### src/rtl/cmap_pkg.sv
// Shared constants, command and status structs for the clamped moving average block.
// No dependencies; compiled first.
package cmap_pkg;

    // Default configuration of the block
    localparam int DEPTH_DEF       = 16;
    localparam int SAMPLE_BITS_DEF = 12;

    // Percentage scale and result width
    localparam int PCT_SCALE = 100;
    localparam int PCT_BITS  = 7;

    // Configuration register indexes; any other index is ignored
    localparam int CFG_IDX_BITS = 2;
    localparam logic [CFG_IDX_BITS-1:0] CFG_WET_LEVEL = 2'd0;
    localparam logic [CFG_IDX_BITS-1:0] CFG_DRY_LEVEL = 2'd1;

    // Commands from the controller to the datapath
    typedef struct packed {
        logic capture;    // take the input word and clamp it
        logic update;     // write ring, update total, slot and count
        logic div_start;  // load the divider
        logic div_pct;    // divider operands: percentage instead of mean
        logic load_mean;  // store divider quotient as the mean
        logic pct_prep;   // form numerator, denominator and range flags
        logic load_out;   // load the result word registers
    } cmd_t;

    // Status from the datapath to the controller
    typedef struct packed {
        logic div_busy;
    } status_t;

endpackage

### src/rtl/cmap_if.sv
// Valid/ready channel interfaces for sample input and result output words.
// Depends on cmap_pkg for default widths.
interface cmap_in_if #(
    parameter int SAMPLE_BITS = cmap_pkg::SAMPLE_BITS_DEF
) ();
    logic                   valid;
    logic                   ready;
    logic [SAMPLE_BITS-1:0] adc_sample;

    modport source (output valid, output adc_sample, input ready);
    modport sink   (input valid, input adc_sample, output ready);
endinterface

interface cmap_out_if #(
    parameter int SAMPLE_BITS = cmap_pkg::SAMPLE_BITS_DEF,
    parameter int COUNT_BITS  = $clog2(cmap_pkg::DEPTH_DEF + 1)
) ();
    logic                          valid;
    logic                          ready;
    logic [cmap_pkg::PCT_BITS-1:0] humidity_percent;
    logic [SAMPLE_BITS-1:0]        mean_reading;
    logic [COUNT_BITS-1:0]         valid_samples;
    logic                          calibration_bad;

    modport source (output valid, output humidity_percent, output mean_reading,
                    output valid_samples, output calibration_bad, input ready);
    modport sink   (input valid, input humidity_percent, input mean_reading,
                    input valid_samples, input calibration_bad, output ready);
endinterface

### src/rtl/cmap_div.sv
// Iterative restoring divider, one quotient bit per cycle.
// Requires dividend < divisor * 2**Q_BITS. No package dependencies.
module cmap_div #(
    parameter int DVS_BITS = 12,
    parameter int Q_BITS   = 12
) (
    input  logic                       clk,
    input  logic                       rst_n,
    input  logic                       start,
    input  logic [DVS_BITS+Q_BITS-1:0] dividend,
    input  logic [DVS_BITS-1:0]        divisor,
    output logic                       busy,
    output logic [Q_BITS-1:0]          quotient
);

    localparam int W_BITS    = DVS_BITS + Q_BITS;
    localparam int STEP_BITS = (Q_BITS > 1) ? $clog2(Q_BITS) : 1;

    logic [W_BITS-1:0]    rem_reg;
    logic [W_BITS-1:0]    dsh_reg;
    logic [Q_BITS-1:0]    q_reg;
    logic [STEP_BITS-1:0] step_reg;
    logic                 busy_reg;
    logic                 fits;

    assign fits = (rem_reg >= dsh_reg);

    // Sequence the steps
    always_ff @(posedge clk or negedge rst_n)
    begin
        if (!rst_n)
        begin
            busy_reg <= 1'b0;
            step_reg <= '0;
        end
        else if (start)
        begin
            busy_reg <= 1'b1;
            step_reg <= '0;
        end
        else if (busy_reg)
        begin
            if (step_reg == STEP_BITS'(Q_BITS - 1))
            begin
                busy_reg <= 1'b0;
            end
            step_reg <= step_reg + 1'b1;
        end
    end

    // Subtract the shifted divisor where it fits, shift in one quotient bit
    always_ff @(posedge clk)
    begin
        if (start)
        begin
            rem_reg <= dividend;
            dsh_reg <= W_BITS'(divisor) << (Q_BITS - 1);
            q_reg   <= '0;
        end
        else if (busy_reg)
        begin
            if (fits)
            begin
                rem_reg <= rem_reg - dsh_reg;
            end
            q_reg   <= {q_reg[Q_BITS-2:0], fits};
            dsh_reg <= dsh_reg >> 1;
        end
    end

    assign busy     = busy_reg;
    assign quotient = q_reg;

endmodule

### src/rtl/cmap_datapath.sv
// Datapath: calibration registers, sample ring memory, running total,
// shared divider and result registers. Depends on cmap_pkg and cmap_div.
module cmap_datapath #(
    parameter int DEPTH       = cmap_pkg::DEPTH_DEF,
    parameter int SAMPLE_BITS = cmap_pkg::SAMPLE_BITS_DEF,
    parameter int COUNT_BITS  = $clog2(DEPTH + 1)
) (
    input  logic                              clk,
    input  logic                              rst_n,
    input  logic                              cfg_we,
    input  logic [cmap_pkg::CFG_IDX_BITS-1:0] cfg_index,
    input  logic [SAMPLE_BITS-1:0]            cfg_data,
    input  logic [SAMPLE_BITS-1:0]            adc_sample,
    input  cmap_pkg::cmd_t                    cmd,
    output cmap_pkg::status_t                 status,
    output logic [cmap_pkg::PCT_BITS-1:0]     humidity_percent,
    output logic [SAMPLE_BITS-1:0]            mean_reading,
    output logic [COUNT_BITS-1:0]             valid_samples,
    output logic                              calibration_bad
);

    localparam int IDX_BITS  = $clog2(DEPTH);
    localparam int TOT_BITS  = SAMPLE_BITS + IDX_BITS;
    localparam int DVS_BITS  = (SAMPLE_BITS > COUNT_BITS) ? SAMPLE_BITS : COUNT_BITS;
    localparam int DIV_BITS  = DVS_BITS + SAMPLE_BITS;
    localparam int PROD_BITS = SAMPLE_BITS + cmap_pkg::PCT_BITS;
    localparam int PB        = cmap_pkg::PCT_BITS;

    // Calibration registers
    logic [SAMPLE_BITS-1:0] min_reg;
    logic [SAMPLE_BITS-1:0] max_reg;

    // Ring state
    logic [SAMPLE_BITS-1:0] ring_mem [DEPTH];
    logic [SAMPLE_BITS-1:0] rd_reg;
    logic [SAMPLE_BITS-1:0] sample_reg;
    logic [IDX_BITS-1:0]    slot_reg;
    logic [COUNT_BITS-1:0]  cnt_reg;
    logic [TOT_BITS-1:0]    total_reg;

    // Percentage stage
    logic [SAMPLE_BITS-1:0] mean_reg;
    logic [PROD_BITS-1:0]   num_reg;
    logic [SAMPLE_BITS-1:0] den_reg;
    logic                   bad_reg;
    logic                   above_reg;
    logic                   below_reg;

    // Result registers
    logic [PB-1:0]          pct_out_reg;
    logic [SAMPLE_BITS-1:0] mean_out_reg;
    logic [COUNT_BITS-1:0]  cnt_out_reg;
    logic                   bad_out_reg;

    logic [SAMPLE_BITS-1:0] floor_v;
    logic [SAMPLE_BITS-1:0] clamped;
    logic                   full;
    logic [SAMPLE_BITS-1:0] old_v;
    logic [DIV_BITS-1:0]    div_dividend;
    logic [DVS_BITS-1:0]    div_divisor;
    logic                   div_busy;
    logic [SAMPLE_BITS-1:0] div_q;
    logic [PB-1:0]          pct_v;

    // Write configuration registers
    always_ff @(posedge clk or negedge rst_n)
    begin
        if (!rst_n)
        begin
            min_reg <= '0;
            max_reg <= '1;
        end
        else if (cfg_we)
        begin
            unique case (cfg_index)
                cmap_pkg::CFG_WET_LEVEL: min_reg <= cfg_data;
                cmap_pkg::CFG_DRY_LEVEL: max_reg <= cfg_data;
                default: ;
            endcase
        end
    end

    // Clamp the incoming sample: max(min) first, then min(max)
    assign floor_v = (adc_sample < min_reg) ? min_reg : adc_sample;
    assign clamped = (floor_v > max_reg) ? max_reg : floor_v;

    always_ff @(posedge clk)
    begin
        if (cmd.capture)
        begin
            sample_reg <= clamped;
        end
    end

    // Ring memory: one write, one registered read at the current slot
    always_ff @(posedge clk)
    begin
        if (cmd.update)
        begin
            ring_mem[slot_reg] <= sample_reg;
        end
        rd_reg <= ring_mem[slot_reg];
    end

    // Slots not yet written read as zero until the ring is full
    assign full  = (cnt_reg == COUNT_BITS'(DEPTH));
    assign old_v = full ? rd_reg : '0;

    // Advance slot, count and running total
    always_ff @(posedge clk or negedge rst_n)
    begin
        if (!rst_n)
        begin
            slot_reg  <= '0;
            cnt_reg   <= '0;
            total_reg <= '0;
        end
        else if (cmd.update)
        begin
            total_reg <= total_reg - TOT_BITS'(old_v) + TOT_BITS'(sample_reg);
            if (slot_reg == IDX_BITS'(DEPTH - 1))
            begin
                slot_reg <= '0;
            end
            else
            begin
                slot_reg <= slot_reg + 1'b1;
            end
            if (!full)
            begin
                cnt_reg <= cnt_reg + 1'b1;
            end
        end
    end

    // Divider operands: total / count for the mean, scaled span / range for percent
    assign div_dividend = cmd.div_pct ? DIV_BITS'(num_reg) : DIV_BITS'(total_reg);
    assign div_divisor  = cmd.div_pct ? DVS_BITS'(den_reg) : DVS_BITS'(cnt_reg);

    cmap_div #(
        .DVS_BITS (DVS_BITS),
        .Q_BITS   (SAMPLE_BITS)
    ) u_div (
        .clk      (clk),
        .rst_n    (rst_n),
        .start    (cmd.div_start),
        .dividend (div_dividend),
        .divisor  (div_divisor),
        .busy     (div_busy),
        .quotient (div_q)
    );

    assign status.div_busy = div_busy;

    // Hold the mean, then form the percentage operands and range flags
    always_ff @(posedge clk)
    begin
        if (cmd.load_mean)
        begin
            mean_reg <= div_q;
        end
        if (cmd.pct_prep)
        begin
            num_reg   <= PROD_BITS'(max_reg - mean_reg) * PROD_BITS'(cmap_pkg::PCT_SCALE);
            den_reg   <= max_reg - min_reg;
            bad_reg   <= (max_reg <= min_reg);
            above_reg <= (mean_reg >= max_reg);
            below_reg <= (mean_reg <= min_reg);
        end
    end

    // Pick the percentage: bad range and dry end give 0, wet end gives full scale
    always_comb
    begin
        priority if (bad_reg || above_reg)
        begin
            pct_v = '0;
        end
        else if (below_reg)
        begin
            pct_v = PB'(cmap_pkg::PCT_SCALE);
        end
        else
        begin
            pct_v = div_q[PB-1:0];
        end
    end

    // Load the result word
    always_ff @(posedge clk)
    begin
        if (cmd.load_out)
        begin
            pct_out_reg  <= pct_v;
            mean_out_reg <= mean_reg;
            cnt_out_reg  <= cnt_reg;
            bad_out_reg  <= bad_reg;
        end
    end

    assign humidity_percent = pct_out_reg;
    assign mean_reading     = mean_out_reg;
    assign valid_samples    = cnt_out_reg;
    assign calibration_bad  = bad_out_reg;

endmodule

### src/rtl/cmap_ctrl.sv
// Controller state machine: sequences ring update, mean and percentage divisions
// and the output register handshake. Depends on cmap_pkg.
module cmap_ctrl (
    input  logic                clk,
    input  logic                rst_n,
    input  logic                in_valid,
    output logic                in_ready,
    output logic                out_valid,
    input  logic                out_ready,
    input  cmap_pkg::status_t   status,
    output cmap_pkg::cmd_t      cmd
);

    typedef enum logic [6:0] {
        ST_IDLE      = 7'b0000001,
        ST_UPDATE    = 7'b0000010,
        ST_MEAN_GO   = 7'b0000100,
        ST_MEAN_WAIT = 7'b0001000,
        ST_PCT_PREP  = 7'b0010000,
        ST_PCT_GO    = 7'b0100000,
        ST_PCT_WAIT  = 7'b1000000
    } state_t;

    state_t state_reg;
    state_t state_next;
    logic   out_valid_reg;
    logic   out_valid_next;
    logic   out_free;

    assign out_free = !out_valid_reg || out_ready;
    assign in_ready = (state_reg == ST_IDLE);

    // Next state and commands
    always_comb
    begin
        state_next = state_reg;
        cmd        = '0;
        unique case (state_reg)
            ST_IDLE:
            begin
                if (in_valid)
                begin
                    cmd.capture = 1'b1;
                    state_next  = ST_UPDATE;
                end
            end
            ST_UPDATE:
            begin
                cmd.update = 1'b1;
                state_next = ST_MEAN_GO;
            end
            ST_MEAN_GO:
            begin
                cmd.div_start = 1'b1;
                state_next    = ST_MEAN_WAIT;
            end
            ST_MEAN_WAIT:
            begin
                if (!status.div_busy)
                begin
                    cmd.load_mean = 1'b1;
                    state_next    = ST_PCT_PREP;
                end
            end
            ST_PCT_PREP:
            begin
                cmd.pct_prep = 1'b1;
                state_next   = ST_PCT_GO;
            end
            ST_PCT_GO:
            begin
                cmd.div_start = 1'b1;
                cmd.div_pct   = 1'b1;
                state_next    = ST_PCT_WAIT;
            end
            ST_PCT_WAIT:
            begin
                if (!status.div_busy && out_free)
                begin
                    cmd.load_out = 1'b1;
                    state_next   = ST_IDLE;
                end
            end
            default:
            begin
                state_next = ST_IDLE;
            end
        endcase
    end

    // Output word valid: set on load, drop when taken
    always_comb
    begin
        priority if (cmd.load_out)
        begin
            out_valid_next = 1'b1;
        end
        else if (out_ready)
        begin
            out_valid_next = 1'b0;
        end
        else
        begin
            out_valid_next = out_valid_reg;
        end
    end

    always_ff @(posedge clk or negedge rst_n)
    begin
        if (!rst_n)
        begin
            state_reg     <= ST_IDLE;
            out_valid_reg <= 1'b0;
        end
        else
        begin
            state_reg     <= state_next;
            out_valid_reg <= out_valid_next;
        end
    end

    assign out_valid = out_valid_reg;

endmodule

### src/rtl/clamped_moving_average_percent.sv
// Top level of the clamped moving average with percentage calibration.
// Depends on cmap_pkg, cmap_if, cmap_ctrl, cmap_datapath (and cmap_div).
//
// Usage:
//   sample  : valid/ready input channel, one adc_sample word per item.
//   result  : valid/ready output channel, one word per accepted sample with
//             humidity_percent, mean_reading, valid_samples, calibration_bad.
//   cfg_*   : write port for the wet level (index 0) and the dry level (index 1);
//             other indexes are ignored; write only while no item is in flight.
// Each sample is clamped to [wet level, dry level], stored in a ring of DEPTH
// entries and averaged over the filled entries; the percentage maps
// the dry level to 0 and the wet level to 100.
// Timing: one item at a time. The result is computed by two divisions on the
// shared one-bit-per-cycle divider, and the next sample can be taken once the
// result word has been loaded into the output register.
// Reset clears the ring pointer, fill count, running total and calibration
// (wet level 0, dry level all ones); ring slots not yet written read as zero.
// A stalled receiver holds the result in the output register; the next sample
// is still taken and processed, and its result waits until that word is taken.
module clamped_moving_average_percent #(
    parameter int DEPTH       = cmap_pkg::DEPTH_DEF,
    parameter int SAMPLE_BITS = cmap_pkg::SAMPLE_BITS_DEF
) (
    input  logic                              clk,
    input  logic                              rst_n,
    input  logic                              cfg_we,
    input  logic [cmap_pkg::CFG_IDX_BITS-1:0] cfg_index,
    input  logic [SAMPLE_BITS-1:0]            cfg_data,
    cmap_in_if.sink                           sample,
    cmap_out_if.source                        result
);

    localparam int COUNT_BITS = $clog2(DEPTH + 1);

    cmap_pkg::cmd_t    cmd;
    cmap_pkg::status_t status;

    cmap_ctrl u_ctrl (
        .clk       (clk),
        .rst_n     (rst_n),
        .in_valid  (sample.valid),
        .in_ready  (sample.ready),
        .out_valid (result.valid),
        .out_ready (result.ready),
        .status    (status),
        .cmd       (cmd)
    );

    cmap_datapath #(
        .DEPTH       (DEPTH),
        .SAMPLE_BITS (SAMPLE_BITS),
        .COUNT_BITS  (COUNT_BITS)
    ) u_datapath (
        .clk              (clk),
        .rst_n            (rst_n),
        .cfg_we           (cfg_we),
        .cfg_index        (cfg_index),
        .cfg_data         (cfg_data),
        .adc_sample       (sample.adc_sample),
        .cmd              (cmd),
        .status           (status),
        .humidity_percent (result.humidity_percent),
        .mean_reading     (result.mean_reading),
        .valid_samples    (result.valid_samples),
        .calibration_bad  (result.calibration_bad)
    );

    // One item at a time: input closes right after a word is taken
    a_single_item: assert property (@(posedge clk) disable iff (!rst_n)
        sample.valid && sample.ready |=> !sample.ready)
        else $error("input accepted while an item is in flight");

    // Bad calibration forces the percentage to zero
    a_bad_zero: assert property (@(posedge clk) disable iff (!rst_n)
        result.valid && result.calibration_bad |-> result.humidity_percent == '0)
        else $error("percentage nonzero with bad calibration");

    // Percentage stays within full scale
    a_pct_range: assert property (@(posedge clk) disable iff (!rst_n)
        result.valid |-> result.humidity_percent <= cmap_pkg::PCT_BITS'(cmap_pkg::PCT_SCALE))
        else $error("percentage above full scale");

    // Averaged count lies in 1..DEPTH
    a_count_range: assert property (@(posedge clk) disable iff (!rst_n)
        result.valid |-> (result.valid_samples != '0) &&
                         (result.valid_samples <= COUNT_BITS'(DEPTH)))
        else $error("valid sample count out of range");

endmodule
### src/flat_wrapper.sv
// flat-port wrapper written by rule: the top's interface ports become plain ports
module clamped_moving_average_percent_flat 
#(
    parameter int DEPTH       = cmap_pkg::DEPTH_DEF,
    parameter int SAMPLE_BITS = cmap_pkg::SAMPLE_BITS_DEF
)
  (clk, rst_n, cfg_we, cfg_index, cfg_data, sample_valid, sample_adc_sample, sample_ready, result_valid, result_humidity_percent, result_mean_reading, result_valid_samples, result_calibration_bad, result_ready);
  cmap_in_if #(.SAMPLE_BITS(SAMPLE_BITS)) sample_i ();
  cmap_out_if #(.SAMPLE_BITS(SAMPLE_BITS)) result_i ();
  input  logic clk;
  input  logic rst_n;
  input  logic cfg_we;
  input  logic [cmap_pkg::CFG_IDX_BITS-1:0] cfg_index;
  input  logic [SAMPLE_BITS-1:0] cfg_data;
  input wire logic [$bits(sample_i.valid)-1:0] sample_valid;
  input wire logic [$bits(sample_i.adc_sample)-1:0] sample_adc_sample;
  output wire logic [$bits(sample_i.ready)-1:0] sample_ready;
  output wire logic [$bits(result_i.valid)-1:0] result_valid;
  output wire logic [$bits(result_i.humidity_percent)-1:0] result_humidity_percent;
  output wire logic [$bits(result_i.mean_reading)-1:0] result_mean_reading;
  output wire logic [$bits(result_i.valid_samples)-1:0] result_valid_samples;
  output wire logic [$bits(result_i.calibration_bad)-1:0] result_calibration_bad;
  input wire logic [$bits(result_i.ready)-1:0] result_ready;
  assign sample_i.valid = sample_valid;
  assign sample_i.adc_sample = sample_adc_sample;
  assign sample_ready = sample_i.ready;
  assign result_valid = result_i.valid;
  assign result_humidity_percent = result_i.humidity_percent;
  assign result_mean_reading = result_i.mean_reading;
  assign result_valid_samples = result_i.valid_samples;
  assign result_calibration_bad = result_i.calibration_bad;
  assign result_i.ready = result_ready;
  clamped_moving_average_percent #(.DEPTH(DEPTH), .SAMPLE_BITS(SAMPLE_BITS)) u_core (.clk(clk), .rst_n(rst_n), .cfg_we(cfg_we), .cfg_index(cfg_index), .cfg_data(cfg_data), .sample(sample_i), .result(result_i));
endmodule
### config.mk
export PLATFORM = sky130hd
export DESIGN_NAME = clamped_moving_average_percent_flat
export DESIGN_NICKNAME = d
export VERILOG_FILES = /design/src/rtl/cmap_pkg.sv /design/src/rtl/cmap_if.sv /design/src/rtl/cmap_div.sv /design/src/rtl/cmap_datapath.sv /design/src/rtl/cmap_ctrl.sv /design/src/rtl/clamped_moving_average_percent.sv /design/src/flat_wrapper.sv
export SDC_FILE = /design/constraint.sdc
export NUM_CORES = 1
export LEC_CHECK = 0
export BUFFER_PORTS_ARGS = -buffer_cell sky130_fd_sc_hd__buf_2
export CAP_MARGIN = 20
export CORE_MARGIN = 8
export CORE_UTILIZATION = 38
export CTS_BUF_LIST = sky130_fd_sc_hd__clkbuf_8 sky130_fd_sc_hd__clkbuf_16
export DETAILED_ROUTE_END_ITERATION = 6
export PLACE_DENSITY = 0.52
export SLEW_MARGIN = 30
export SYNTH_ARGS = -nofsm -noshare
export SYNTH_HDL_FRONTEND = slang
export SYNTH_SLANG_ARGS = --single-unit
### constraint.sdc
create_clock -name clk -period 6.3 [get_ports clk]
set_input_delay 0.945 -clock clk [delete_from_list [all_inputs] [get_ports clk]]
set_output_delay 0.945 -clock clk [all_outputs]
set_load 0.01 [all_outputs]
After elaboration in Yosys (flattened, before gate mapping)
Memory sizes are Yosys's and may differ from the RTL's. A register that Yosys moved wholly into a read port is not among the register bits.
Index checks and enable logic that the tools add are counted.
{ "word_totals": {"reg_bits": 202, "ram_bits": 192, "out_inout_bits": 27, "elab_cells": 107, "mem_count": 1} }
{ "classes": {"n_addsub": 8, "multipliers": 1, "order_cmp": 6, "n_eq_ne": 14, "mux": 35, "n_bitwise": 1, "n_reduce_logical": 16} }
{ "memory_table": {"columns": ["memory", "depth", "word_bits", "read_ports", "rd_ports_with_merged_regs", "wr", "line", "text"], "rows": [
  ["u_core.u_datapath.ring_mem", 16, 12, 1, 1, 1, "cmap_datapath.sv:34", "logic [SAMPLE_BITS-1:0] ring_mem [DEPTH];"]
]} }
{ "op_table": {"columns": ["cell", "count"], "rows": [
  ["$mux 24", 3],
  ["$pmux 7 s7", 1],
  ["$mux 12", 4],
  ["$mux 23", 2],
  ["$mux 7", 4],
  ["$ge 24x23->1", 1],
  ["$le 12x12->1", 2],
  ["$sub 24x23->24", 1],
  ["$mul 19x5->17 const B", 1],
  ["$mux 19", 1],
  ["$mux 1", 17],
  ["$add 16x12->16", 1],
  ["$sub 16x12->16", 1],
  ["$sub 12x12->13", 1],
  ["$ge 12x12->1", 1],
  ["$gt 12x12->1", 1],
  ["$lt 12x12->1", 1],
  ["$mux 4", 3],
  ["$sub 12x12->12", 1],
  ["$add 4x1->4 const B", 2],
  ["$eq 4x4->1 const B", 2],
  ["$reduce_and 2->1", 4],
  ["$eq 7x1->1 const B", 1],
  ["$eq 7x2->1 const B", 1],
  ["17 further kinds", 24]
]} }

Depth between registers and ports, before layout
Gate-level depths: netlist of run 1.
{ "logic_depth": {"ltp_word": 6, "ltp_mapped": 22, "ltp_nobuf": 22} }

Cells and area by module
From an unflattened synthesis of run 1, not the netlist that was laid out.
{ "unflattened": {"hier_cells": 1729, "area_unflattened_um2": 21516.9} }
{ "modules_own_cells": {"columns": ["mod", "instances", "cells_per_inst", "area_per_inst_um2", "seq_area_each_um2"], "rows": [
  ["cmap_datapath", 1, 1245, 17051.4, 9679.3],
  ["cmap_div", 1, 439, 3986.3, 1666.6],
  ["cmap_ctrl", 1, 45, 479.2, 201.4]
]} }

Worst setup path before layout of run 1
OpenSTA, ideal clock, no wires.
{ "synth_timing": {"kind": "reg-to-reg", "startpoint": "register u_core.u_datapath.max_reg[0]", "endpoint": "register u_core.u_datapath.num_reg[18] (data pin)", "setup_ns": 0.258, "arrival_time_ns": 4.471, "t_required_ns": 6.042, "setup_slack_ns": 1.572, "path_stages_with_launch": 23, "n_path_buf": 0, "synth_period_minus_slack_ns": 4.728, "path_cell_list": "dfstp_2 inv_1 ha_1 fa_1 nor2b_1 o21ai_0 a21boi_0 o21ai_0 a21oi_1 mux2i_1 or2_2 ha_1 ha_1 inv_1 fa_1 inv_1 ha_1 a21oi_1 nor2b_1 nor2_1 o41ai_1 a21oi_1 xnor2_1"} }
{ "synth_via": {"elab_chain_cells": 2} }
{ "synth_lines": {"columns": ["element", "line", "text"], "rows": [
  ["start: declaration", "cmap_datapath.sv:31", "logic [SAMPLE_BITS-1:0] max_reg;"],
  ["start signal: assignment", "cmap_datapath.sv:77", "cmap_pkg::CFG_DRY_LEVEL: max_reg <= cfg_data;"],
  ["$sub 12x12->13", "cmap_datapath.sv:164", "num_reg <= PROD_BITS'(max_reg - mean_reg) * PROD_BITS'(cmap_pkg::PCT_SCALE);"],
  ["$mul 19x5->17", "cmap_datapath.sv:164", null],
  ["end signal: assignment", "cmap_datapath.sv:164", null],
  ["end: declaration", "cmap_datapath.sv:43", "logic [PROD_BITS-1:0] num_reg;"]
]} }
No other way between the ends.
A chain may end at the register's enable or synchronous reset.

Worst setup path in the final report of run 1
Ends and elaborated chain as after synthesis.

==> key figures, run 1 <==
Status
  • Outcome: finished clean

Clock tree
  • Clock Latency Late Sink: 590 ps
  • Root buf cell: clkbuf_16
  • Hold-fix buffers, CTS: 0
  • CTS clock-pin slew for the worst setup and hold paths: about 60 ps
  • CTS Sinks: approximately 410
  • CTS resizes: 0
  • H-tree Lvls: 2
  • CTS tree: done
  • Total CTS buffers: 45
  • Number of setup buffers added after CTS: 0
  • CTS max path bufs: 3

Placed design
  • Routability Congestion: 0.851
  • DP HPWL: 34.8 mm
  • PortBufs: 57

Synth
  • Synth unique cells: 82
  • Synthesized area per cell: about 13 µm²
  • Syn Inst Count: 1643
  • Post-synth EDFFs: around 310
  • Yosys warns: 0
  • Post-synth ARST share: 0.153
  • Main synth FF type: edfxtp_1
  • Synthesized net count: 1841
  • Sequential share of the synthesized area: 0.550
  • Register bit total from synthesis: about 400
  • Post-Syn Area: 21000 µm²

GRT
  • First-pass GRT wire length: 79.1 mm
  • Largest net degree at the start of global routing: 63
  • Initial antenna violation count: 0
  • Total grt overflow: 0
  • Total Routing Usage GR: 0.162
  • Vias in the first global route: 13321

Power and ir drop
  • Total Power: 12.9 mW
  • Max IR drop VDD: 287 µV
  • Pleak: about 9.2 nW
  • Pwr per Cell Area: approximately 540 nW/µm²

Die
  • Num rows: 86
  • Initial core utilization: 0.383
  • Area of the core: 54900 µm²
  • Die ar.: 63000 µm²
  • Ports: 58
  • Die height: ~250 µm
  • Die X: 251 µm

STA
  • Skew final: approximately 22 ps
  • Slew HR: 0.339
  • Achievable Freq: 192 MHz
  • RSZ-0062 raised after global routing: false
  • Worst-margin pin slew: 991 ps
  • Hold Fails Final Rpt: 0
  • Final Critical Period: 5200 ps
  • Setup violators final: 0
  • Setup TNS: 0 ps
  • Tcrit/Tclk final: 0.825
  • Final Slew Violations: 0

Critical path
  • Critical path class: reg -> reg
  • CP endpoint kind: flop
  • Arrival time worst endpoint: 5530 ps
  • Critical Path RT: 6630 ps
  • Max FO, Critical Path: 5
  • Startpoint Class: flop

Detailed routing
  • DRT Pass-1 Iters: 5
  • DR vias: ~13000
  • Initial drt markers: around 950
  • Via density: approximately 5.3
  • DR DRC count: 0
  • Wirelength per Cell: 20.5 µm
  • Routed WL: between 50 and 60 mm
  • Post-route ant nets: 0

Cells and area
  • # diodes: 0
  • Share of layout cells above drive strength 1: 0.168
  • Area delta synth->final: 12.9%
  • Max FFs per register: ~190
  • Filler cell count: 5124
  • Nets: about 1900

Worst hold path
  • Min-delay worst type: reg -> reg

Job
  • Max cap viols: 0
[where the power goes]
part	switching [mW]	total, mW	internal [mW]
Sequential	0.519	4.26	3.74
Clock	1.11	2.71	1.60
Combinational	3.30	5.93	2.64
Total	4.93	12.9	7.97
[cells in the mapped netlist (13+ instances only)]
library cell	number	area [µm²]
mux2i_1	29	290
a21oi_1	64	320
dfrtp_1	49	1230
o31ai_1	15	113
nor2_1	100	375
o21ai_0	75	375
o21a_1	13	97.6
dfxtp_1	35	701
xor2_1	21	184
nand4_1	16	100
dfstp_2	13	342
and2_1	21	131
nand3_1	25	125
o211ai_1	13	97.6
a21o_1	35	263
a31oi_1	18	113
inv_1	169	634
nand2_1	100	375
buf_2	13	65.1
mux2_2	36	405
mux4_2	60	1350
edfxtp_1	309	9280
nor3_1	29	145
fa_1	25	500
ha_1	142	1780
nor2b_1	15	93.8
clkbuf_1	32	120
xnor2_1	42	368
[per-layer routing]
layer / up-vias / global-route usage / part of all wire
met1: 6315 / 0.229 / 0.48
met3: 64 / 0.0296 / 0.051
met5: - / 0 / 0
met2: 311 / 0.252 / 0.45
met4: 0 / 0.0477 / 0.026
li1: 6190 / - / -
[cells in the final DEF (no fill, tap or decap), drive strengths merged, types with 45 or more instances in the layout]
cell / netlist / final
a21oi: 64 / 64
dfrtp: 49 / 49
mux4: 60 / 60
nand2: 101 / 101
clkbuf: 32 / 45
ha: 142 / 142
buf: 21 / 72
o21ai: 76 / 76
edfxtp: 309 / 309
nor2: 102 / 102
inv: 171 / 183
[worst paths after layout]
kind | startpoint | end | slack (ps) | cells past startpoint
setup reg to reg | u_core.u_datapath.max_reg[0] | u_core.u_datapath.num_reg[18] | 1100 | 22
hold reg to reg | u_core.u_datapath.u_div.quotient[11] | u_core.u_datapath.mean_reg[11] | 430 | 0
max in group asynchronous | rst_n | u_core.u_datapath.slot_reg[0] | 5290 | 2
hold / removal | u_core.u_datapath.u_div.quotient[11] | u_core.u_datapath.mean_reg[11] | 430 | 0
setup / recovery | u_core.u_datapath.max_reg[0] | u_core.u_datapath.num_reg[18] | 1100 | 22
min in group asynchronous | rst_n | u_core.u_datapath.u_div.step_reg[0] | 470 | 2
[logic make-up (layout without fill, tap and decap cells)]
family                     after synthesis  in the layout  share of synthesized area
muxes                                  125            125                     0.0975
buffers and inverters                  224            327                     0.0422
adders and majority gates              167            167                      0.108
and+or+nand+nor                        364            364                     0.0846
DFF                                    406            406                      0.550
AOI/OAI and AO/OA                      294            294                     0.0910
xor gates and xnor gates                63             63                     0.0263
[worst max-delay path, cell delays in order (launching register included)]
cell	delay, ps
dfstp_2	550
inv_1	80
ha_1	230
fa_1	400
nor2b_1	120
o21ai_0	120
a21boi_0	260
o21ai_0	150
a21oi_1	310
mux2i_1	160
or2_2	360
ha_1	320
ha_1	280
inv_1	50
fa_1	490
inv_1	40
ha_1	360
a21oi_1	190
nor2b_1	70
nor2_1	80
o41ai_1	70
a21oi_1	190
xnor2_1	80
[metrics by stage]
stage	cell area [µm²]	hold slack, ps	instances	setup WS (ps)	utilization
final	23700	433	2450	1100	0.432
after global routing	23700	445	2450	697	0.432
after CTS	23700	436	2449	1080	0.431
after detailed placement	22200	422	2365	1100	0.404
after global placement	22100	417	2365	1170	0.403
after floorplan	21000	408	1643	1570	-
[area by class of cell]
cell class | count | area (µm²) | share of cell area
clock buffer | 45 | 1130 | 0.0475
multi-input combinational | 1013 | 8710 | 0.367
inverter | 171 | 642 | 0.0271
clock inverter | 39 | 392 | 0.0165
tap | 704 | 881 | 0.0371
sequential | 406 | 11600 | 0.487
timing repair buffer | 72 | 409 | 0.0173
No activity file was read; power rests on OpenSTA's default activity.
==> inputs of run 2 (changes only) <==
Settings changed: PLACE_DENSITY 0.52 to 0.54.
Clock period 6.3 ns to 4.5 ns, I/O delays scaled along.
==> key figures, run 2 (synthesized netlist as in run 1, its figures left out) <==
Status
  • Outcome: finished with violations
  • Failing checks: negative setup slack

Power and ir drop
  • Max IR drop VDD: just over 500 µV
  • Pleak: 9.69 nW
  • Total Power: 19.7 mW
  • Pwr per Cell Area: 799 nW/µm²

Clock tree
  • H-tree Lvls: 2
  • Hold-fix buffers, CTS: 0
  • CTS Sinks: ~410
  • CTS clock-pin slew for the worst setup and hold paths: 60 ps
  • Total CTS buffers: 44
  • CTS max path bufs: 3
  • Root buf cell: clkbuf_16
  • Clock Latency Late Sink: 570 ps
  • CTS tree: done

Cells and area
  • Most common cell after layout, fill and taps aside: edfxtp_1
  • Share of layout cells above drive strength 1: 0.227
  • # diodes: 0
  • Area delta synth->final: 17.2%
  • Max FFs per register: about 190
  • Filler cell count: 4991
  • Nets: 1998
  • Non-filler cells, final: 2539
  • Commonest non-fill, non-tap cells in the layout: edfxtp_1, inv_1, ha_1

STA
  • Slew HR: 0.385
  • Hold Fails Final Rpt: 0
  • WHS: 109 ps
  • Worst-margin pin slew: around 900 ps
  • Final Critical Period: 4510 ps
  • Tcrit/Tclk final: 1.00
  • Final Slew Violations: 0
  • Setup TNS: -11.9 ps
  • RSZ-0062 raised after global routing: true
  • Skew final: around 12 ps
  • Setup WS post-layout: -11.9 ps
  • Achievable Freq: between 200 and 250 MHz
  • Setup violators final: 1

Die
  • Area of the core: about 55000 µm²
  • Initial core utilization: 0.383
  • Die height: 251 µm
  • Ports: 58
  • Die X: 251 µm
  • Die ar.: 63000 µm²
  • Num rows: 86

Critical path
  • CP endpoint kind: flop
  • Reg-to-reg setup timing slack: -10 ps
  • RR Endpoint: u_core.u_datapath.num_reg[18]
  • Reg2Reg Depth: 20
  • Critical path class: reg -> reg
  • CP endpoint: u_core.u_datapath.num_reg[18]
  • Arrival time worst endpoint: about 4800 ps
  • FF-to-FF Start: u_core.u_datapath.mean_reg[1]
  • Startpoint Class: flop
  • Critical Path Source: u_core.u_datapath.mean_reg[1]
  • Max FO, Critical Path: 3
  • Critical Path RT: approximately 4800 ps

Job
  • Max cap viols: 0

Worst hold path
  • Min-delay worst type: in -> async

GRT
  • Total grt overflow: 0
  • Vias in the first global route: around 14000
  • Initial antenna violation count: 1
  • Total Routing Usage GR: 0.160
  • Largest net degree at the start of global routing: 63
  • First-pass GRT wire length: 78.9 mm

Detailed routing
  • Routed WL: 50.6 mm
  • DR DRC count: 0
  • DR vias: around 13000
  • Wirelength per Cell: 19.9 µm
  • DRT Pass-1 Iters: 5
  • Initial drt markers: 801
  • Post-route ant nets: 0
  • Via density: 5.19

Placed design
  • Routability Congestion: slightly below 0.9
  • Worst Setup Slack post-DPL: -320 ps
  • Placed insts: 2447
  • DP HPWL: roughly 36 mm
  • PortBufs: 57
==> run 2: cell count changes in the layout (fill, tap and decap cells not counted), sizes merged <==
cell and delta:
inv -1, clkinv -1, clkbuf +3, buf +92, bufinv -4
==> run 2: area by class of cell <==
class                   count  area, µm²  share of cell area
inverters                 171        642              0.0261
clock inverters            33        258              0.0105
well taps                 704        881              0.0358
flip-flops and latches    406      11600               0.469
clock buffers              48       1190              0.0483
repair buffers            164       1110              0.0450
multi-input cells        1013       8980               0.365
==> run 2: stage by stage <==
step                      area [µm²]   util
after global placement         22700  0.414
after detailed placement       22700  0.414
after global routing           24600  0.449
final                          24600  0.449
after CTS                      24500  0.446
after floorplan                21000      -
==> run 2: worst max-delay path, stage by stage, from the launching register on <==
cell and delay, ps:
edfxtp_1 390, inv_1 70, ha_1 290, nor2b_1 170
o21a_1 160, o21ai_1 80, buf_4 140, a211oi_1 310
o221ai_1 240, xnor2_1 380, ha_4 270, ha_1 270
inv_1 50, fa_1 500, inv_1 70, ha_4 240
nor2b_1 120, nor2_1 130, o41ai_2 80, a21oi_1 190
xnor2_1 90
==> run 2: worst min-delay path by stage <==
stage                                               from  cells after the start                              to  slack [ps]
finish                                             rst_n                      2   u_core.u_datapath.min_reg[10]         110
global route                                       rst_n                      2   u_core.u_datapath.min_reg[10]         110
CTS                                                rst_n                      2   u_core.u_datapath.min_reg[11]         100
detailed placement  u_core.u_datapath.u_div.quotient[11]                      0  u_core.u_datapath.mean_reg[11]         430
global placement    u_core.u_datapath.u_div.quotient[11]                      0  u_core.u_datapath.mean_reg[11]         420
floorplan                                          rst_n                      0         u_core.u_ctrl.out_valid         380
==> run 2: what timing repair did <==
item / 4_1_cts / 5_1_grt
gates resized for setup: 37 / 19
gates cloned: 0 / 0
endpoints found under the setup margin: 6 / 6
pin swaps: 29 / 25
setup buffers: 8 / 3
endpoints found under the hold margin: 0 / 0
==> run 2: metal layers <==
layer | part of all wire | GRT usage | up-vias
met1 | 0.46 | 0.215 | 6530
met5 | 0 | 0 | -
met4 | 0.022 | 0.0411 | 0
li1 | - | - | 6356
met2 | 0.47 | 0.265 | 234
met3 | 0.042 | 0.0307 | 69
==> run 2: report_power, final <==
group	switching (mW)	internal (mW)
combinational	5.23	4.94
clock	1.51	2.09
sequential	0.668	5.23
total	7.41	12.3
